## config.mk

```make
export PLATFORM = sky130hd
export DESIGN_NAME = mffk_ram
export DESIGN_NICKNAME = d
export VERILOG_FILES = /design/src/rtl/core/mffk_ram.sv
export SDC_FILE = /design/constraint.sdc
export NUM_CORES = 1
export LEC_CHECK = 0
export ABC_CLOCK_PERIOD_IN_PS = 2000
export BUFFER_PORTS_ARGS = -buffer_cell sky130_fd_sc_hd__buf_2
export CAP_MARGIN = 20
export CORE_MARGIN = 3
export CORE_UTILIZATION = 50
export CTS_CLUSTER_SIZE = 10
export DETAILED_ROUTE_END_ITERATION = 16
export PLACE_DENSITY = 0.8
export SLEW_MARGIN = 25
export SYNTH_ARGS = -nofsm -noshare
export SYNTH_HDL_FRONTEND = slang
export SYNTH_SLANG_ARGS = --single-unit
```

## constraint.sdc

```tcl
create_clock -name clk -period 2 [get_ports clk]
set_input_delay 0.4 -clock clk [delete_from_list [all_inputs] [get_ports clk]]
set_output_delay 0.4 -clock clk [all_outputs]
set_load 0.01 [all_outputs]
```

## src/rtl/core/mffk_ram.sv

```systemverilog
// generic single port ram with registered read
// no dependencies
module mffk_ram #(
  parameter int Width = 8,
  parameter int Depth = 16
) (
  input  logic clk,
  input  logic we,
  input  logic [$clog2(Depth)-1:0] addr,
  input  logic [Width-1:0] wdata,
  output logic [Width-1:0] rdata
);
  logic [Width-1:0] mem [Depth];
  always_ff @(posedge clk) begin
    if (we) begin
      mem[addr] <= wdata;
    end
    rdata <= mem[addr];
  end
endmodule

```

==> reports/qor.yml, run 1 <==
status: "finished clean"
gr-usage-all-layers: 0.183
syn-num-nets: 244
setup_tns_ns: 0
whs_path_depth: 1
clock_latency_ns: 0.51
grt_pass1_wl_mm: 15.2
r2r_start: "mem[3][7]"
yosysWarnings: 0
hpwl_mm: 6.05
cts.path.max_buffers: 2
ys_types: 18
fillers: 659
grt_pass1_vias: 2599
fin_crit_ns: 1.41
cts_setup_buffers: 0
crit_buf_inv: 0
rsz0062_at_grt: "no"
path_cells: "mux4_2 > a22oi_1 > nand2_1"
regArea_mm2: 0.00400
synth_top_area_frac: 0.759
worst_ep_required_time_ns: 2.40
max-cap-violations: 0
area_growth_pct: 21.2
critPathTopFamily: "multiplexers"
drt_wl_total_mm: 9.45
skew_ns: 0.00917
fmax_ghz: 0.710
netlist_area_mm2: 0.00507
fp.dieArea_mm2: 0.0114
n_antenna_cell: 0
cts_tree: "done"
coreArea_mm2: 0.00982
synthCells: 230
yosys.area.top_type: "edfxtp_1"
end_kind: "flip-flop"
final_layout_size_suffix_gt1_frac: 0.372
drtPass1Iterations: 5
die_w_um: 107
crit_end: "rdata[7]"
startpoint: "mem[3][7]"
clock_tree.htree_level_count: 4
reg2reg_depth: 3
peakVddDrop_v: 0.000593
grt_max_degree: 23
slew_headroom: 0.629
p_leak_uw: 0.00207
start_kind: "flip-flop"
post-place-ws_ns: 0.131
stdcell_count: 431
worstSetupPathDepth: 3
wl_per_cell_um: 21.9
drc: 0
r2r-end: "rdata[7]"
cts_buffers: 17
antenna_found_initial: 0
numClockSinks: 136
setup_viol: 0
drv_slew: 0
cp_slowest_stage_delay_ns: 0.50
path_clk_slew_ns: 0.06
path_class: "flip-flop to flip-flop"
initial_core_util: 0.516
synth.avg_cell_area_um2: 22.0
viasPerCell: 5.79
drt-initial-drc-count: 289
hold_viol: 0
place_inst: 399
via_count: 2496
p_per_area_mw_per_mm2: 1110
holdBufCountCts: 0
grt-ovfl-total: 0
cts_root_buf: "clkbuf_8"
seq_area_frac_synth: 0.790
post-route-period-util: 0.704
postRouteAntennaNets: 0
cp_slowest_cell: "mux4_2"
portBuffers: 21
die_y_um: 107
synth_area_leaders: "edfxtp_1 76%, mux4_2 14%, dfxtp_1 3.2%, a22oi_1 2.4%, nor2_1 0.96%"
worst_pin_slew_ns: 0.555
multi_input_area_mm2: 0.00100
cp_max_fo: 1
synth_seq_cells: 136
setup_ws_ns: 0.592
hold_class: "input pin to flip-flop"
final_net_count: 299
rrSetupSlack_ns: 0.59
gp_congestion: 0.780
pin_count: 22
cts-resized-gates: 0
crit_arrival_ns: 1.81
rows: 36
-- power breakdown --
part / switching, uW / leakage (uW) / internal (uW)
Clock: 1150 / 0.000310 / 2160
Combinational: 175 / 0.000540 / 135
Sequential: 17.1 / 0.00122 / 3190
-- worst register-to-register path, cell delays in order, from the launching register on --
cell,delay [ns]
edfxtp_1,0.37
mux4_2,0.50
a22oi_1,0.34
nand2_1,0.09
-- placed cells by master, fill, tap and decap left out, drive strengths merged, types with 2 or more instances in the layout --
cell,netlist,layout
edfxtp,128,128
buf,8,47
mux4,32,32
clkbuf,3,18
a22oi,16,16
nor2,13,13
nand2,9,9
dfxtp,8,8
clkinv,0,7
bufinv,0,5
nor3,4,4
nor2b,2,2
nand3b,2,2
nand2b,2,2
-- layer usage --
layer,global-route usage,vias up,part of all wire
met4,0.0758,0,0.015
met3,0.0506,17,0.065
met2,0.293,116,0.51
li1,-,1070,-
met1,0.238,1293,0.40
met5,0,-,0
-- cell families (layout without fill, tap and decap cells) --
kind of cell,after synthesis,in the layout,share of synthesized area
AOI/OAI and AO/OA,16,16,0.0237
buffers and inverters,11,79,0.0119
DFF,136,136,0.790
muxes,32,32,0.142
and+or+nand+nor,35,35,0.0321
-- worst min path at each step --
stage / start / to / slack, ns
after floorplan: wdata[0] / mem[0][0] / 0.50
after global placement: mem[14][6] / rdata[6] / 0.66
after detailed placement: mem[14][1] / rdata[1] / 0.66
after CTS: wdata[3] / mem[9][3] / 0.24
after global routing: wdata[6] / mem[9][6] / 0.26
final: wdata[4] / mem[9][4] / 0.27
-- registers in the layout, indices dropped and copies added, names as in the netlist --
register  flops
rdata         8
mem         128
-- through the flow --
step	hold slack (ns)	utilization	total power (uW)	instance area [um^2]
detailed placement	0.664	0.560	3570	5500
global route	0.265	0.625	7020	6140
floorplan	0.499	-	3430	5070
CTS	0.244	0.625	6880	6140
global placement	0.663	0.560	3560	5500
finish	0.266	0.625	6830	6140
-- area by class of cell --
| type | instances | share of cell area |
|---|---|---|
| multi-input combinational | 83 | 0.163 |
| clock inverter | 14 | 0.0365 |
| sequential | 136 | 0.652 |
| timing repair buffer | 47 | 0.0530 |
| tap | 133 | 0.0271 |
| clock buffer | 18 | 0.0681 |
-- Yosys cell counts --
cell / instances
and2_1: 1
dfxtp_1: 8
nand3b_1: 2
nand3_1: 1
nor2b_1: 2
nor3_1: 4
a22oi_1: 16
buf_1: 4
mux4_2: 32
clkbuf_2: 1
or3b_2: 1
clkbuf_1: 2
nor2_1: 13
buf_6: 2
buf_2: 2
nand2_1: 9
nand2b_1: 2
edfxtp_1: 128
Note: power is estimated with default switching activity, not from simulation.
==> run 2: changes to the inputs <==
--- a/config.mk
+++ b/config.mk
@@ -5,14 +5,15 @@
 export SDC_FILE = /design/constraint.sdc
 export NUM_CORES = 1
 export LEC_CHECK = 0
-export ABC_CLOCK_PERIOD_IN_PS = 2000
+export ABC_AREA = 1
+export ABC_CLOCK_PERIOD_IN_PS = 1400
 export BUFFER_PORTS_ARGS = -buffer_cell sky130_fd_sc_hd__buf_2
 export CAP_MARGIN = 20
 export CORE_MARGIN = 3
 export CORE_UTILIZATION = 50
 export CTS_CLUSTER_SIZE = 10
 export DETAILED_ROUTE_END_ITERATION = 16
-export PLACE_DENSITY = 0.8
+export PLACE_DENSITY = 0.78
 export SLEW_MARGIN = 25
 export SYNTH_ARGS = -nofsm -noshare
 export SYNTH_HDL_FRONTEND = slang
==> constraint.sdc (replaced) <==
create_clock -name clk -period 1.4 [get_ports clk]
set_input_delay 0.28 -clock clk [delete_from_list [all_inputs] [get_ports clk]]
set_output_delay 0.28 -clock clk [all_outputs]
set_load 0.01 [all_outputs]
==> run 2 against run 1 <==
Compared with the run above: sequential power rose by 43%; sequential cell count stayed put; setup slack worse by 0.43 ns; combinational power grew 100%; via count up 56%; sequential share of layout area decreased by 5.9 points; wire length is 34% higher; die area rose by 9.8%; power rose by 49%; critical path type is now flip-flop to output port; clock skew is 0.0028 ns lower; first-iteration DRC count grew 12%.
==> reports/qor.yml, run 2 <==
viasPerCell: 5.27  # -8.9%
clock_tree.htree_level_count: 4  # unchanged
setup_tns_ns: 0  # unchanged
skew_ns: 0.00633  # -0.00284 ns
n_antenna_cell: 0  # unchanged
grt_max_degree: 32  # +39%
fp.dieArea_mm2: 0.0125  # +9.8%
p_leak_uw: 0.00286  # +38%
cts-resized-gates: 0  # unchanged
netlist_area_mm2: 0.00559  # +10%
setup_viol: 0  # unchanged
syn-num-nets: 562  # +130%
hold_slack_ns: 0.196  # -0.0700 ns
drt-initial-drc-count: 325  # +12%
synthArstFlopShare: 0  # unchanged
r2r_start: "mem[9][4]"
gp_congestion: 0.943  # +21%
area_growth_pct: 20.7
grt_pass1_vias: 3794  # +46%
crit_arrival_ns: 0.96  # -0.85 ns
yosys.area.top_type: "edfxtp_1"
final_common_cell: "nand2_1"
synth.avg_cell_area_um2: 10.2  # -54%
grt_use_met2: 0.339  # +0.0462
worst_ep_required_time_ns: 1.12  # -1.28 ns
slew_headroom: 0.698  # +0.0691
portBuffers: 21  # unchanged
peakVddDrop_v: 0.00113  # +90%
synth_seq_cells: 136  # unchanged
crit_buf_inv: 1  # +1
min_from: "wdata[5]"
via_count: 3882  # +56%
place_inst: 704  # +76%
path_cells: "buf_2"
hold_class: "input pin to flip-flop"
cts.path.max_buffers: 2  # unchanged
seq_area_frac_synth: 0.716  # -0.0742
hpwl_mm: 7.83  # +29%
hold_viol: 0  # unchanged
startpoint: "rdata[0]"
regMostFlops: "mem"
wl_per_cell_um: 17.2  # -22%
numClockSinks: 136  # unchanged
clock_latency_ns: 0.52  # about the same
fillers: 771  # +17%
utilization: 0.637  # +0.0113
rsz0062_at_grt: "no"
critPathTopFamily: "flip-flops"
status: "finished clean"
grt.busiest_layer: "met2"
fmax_ghz: 0.805
cts_setup_buffers: 0  # unchanged
path_class: "flip-flop to output port"
drt_wl_total_mm: 12.6  # +34%
stdcell_count: 736  # +71%
rows: 37  # +2.8%
post-route-period-util: 0.887
postRouteAntennaNets: 0  # unchanged
fin_crit_ns: 1.24
synth_top_area_frac: 0.687  # -0.0713
antenna_found_initial: 0  # unchanged
p_total_uw: 10200  # +49%
grt-ovfl-total: 0  # unchanged
layout_common_cells: "346 x nand2_1, 128 x edfxtp_1, 21 x inv_1, 21 x buf_2, 18 x buf_4"
end_kind: "output port"
yosysWarnings: 0  # unchanged
synth_ff_type: "edfxtp_1"
post-synth-top-count-cell: "nand2_1"
synthCells: 548  # +140%
coreArea_mm2: 0.0106  # +8.0%
cp_max_fo: 1  # unchanged
worst_pin_slew_ns: 0.452  # -0.103 ns
cts_root_buf: "clkbuf_8"
synthTopCellsByCount: "346 x nand2_1, 128 x edfxtp_1, 21 x inv_1"
drv_slew: 0  # unchanged
cp_slowest_cell: "dfxtp_1"
start_kind: "flip-flop"
holdBufCountCts: 0  # unchanged
largest_register_ffs: 128  # unchanged
top_regs: "mem x128, rdata x8"
path_clk_slew_ns: 0.07  # about the same
final_net_count: 601  # +100%
max-cap-violations: 0  # unchanged
synth_area_leaders: "edfxtp_1 69%, nand2_1 23%, dfxtp_1 2.9%, inv_1 1.4%, nor2_1 1.2%"
die_y_um: 112  # +4.8%
cts_tree: "done"
initial_core_util: 0.528  # +0.0115
p_per_area_mw_per_mm2: 1510  # +36%
pin_count: 22  # unchanged
drc: 0  # unchanged
cts_buffers: 17  # unchanged
grtUsageMet3: 0.0495  # -0.00112
final_layout_size_suffix_gt1_frac: 0.158  # -0.214
gr-usage-all-layers: 0.211  # +0.0287
ys_types: 11  # -7
die_w_um: 112  # +4.8%
grt_pass1_wl_mm: 20.0  # +32%
drtPass1Iterations: 5  # unchanged
met1_usage: 0.281  # +0.0430
cp_slowest_stage_delay_ns: 0.32  # -0.18 ns
synth-edff-count: 128  # unchanged
-- run 2: worst paths after layout --
check        depth (start not counted)  slack [ns]         to
min reg2reg                          8        0.72   rdata[2]
max                                  1        0.16   rdata[0]
min                                  1        0.20  mem[7][5]
max reg2reg                          8        0.36   rdata[4]
-- run 2: stage by stage --
stage / setup slack (ns) / instance area (um^2)
floorplan: -0.000470 / 5760
global placement: -0.127 / 6090
detailed placement: -0.169 / 6090
CTS: 0.133 / 6750
global route: 0.124 / 6750
finish: 0.158 / 6750
-- run 2: cell families (layout without fill, tap and decap cells) --
family / count (synthesis) / after routing / share of synthesized area
flip-flops: 136 / 136 / 0.716
buffers and inverters: 44 / 96 / 0.0362
AND/OR/NAND/NOR: 368 / 368 / 0.248
-- run 2: power breakdown --
group | internal, uW | switching (uW) | leakage, uW
registers | 4550 | 24.4 | 0.00122
clock network | 3270 | 1710 | 0.000320
logic | 184 | 444 | 0.00132
-- run 2: final cells by class --
type | instances | area, um^2 | area share
Clock buffer | 18 | 418 | 0.0619
Timing Repair Buffer | 41 | 280 | 0.0415
Tap cell | 136 | 170 | 0.0252
Inverter | 23 | 86.3 | 0.0128
Sequential cell | 136 | 4000 | 0.593
Multi-Input combinational cell | 368 | 1550 | 0.229
Clock inverter | 14 | 245 | 0.0363
-- run 2: routing by layer --
| layer | share of wire | vias up |
|---|---|---|
| met3 | 0.071 | 22 |
| met4 | 0.021 | 0 |
| met2 | 0.50 | 161 |
| met1 | 0.41 | 1862 |
| met5 | 0 | - |
| li1 | - | 1837 |
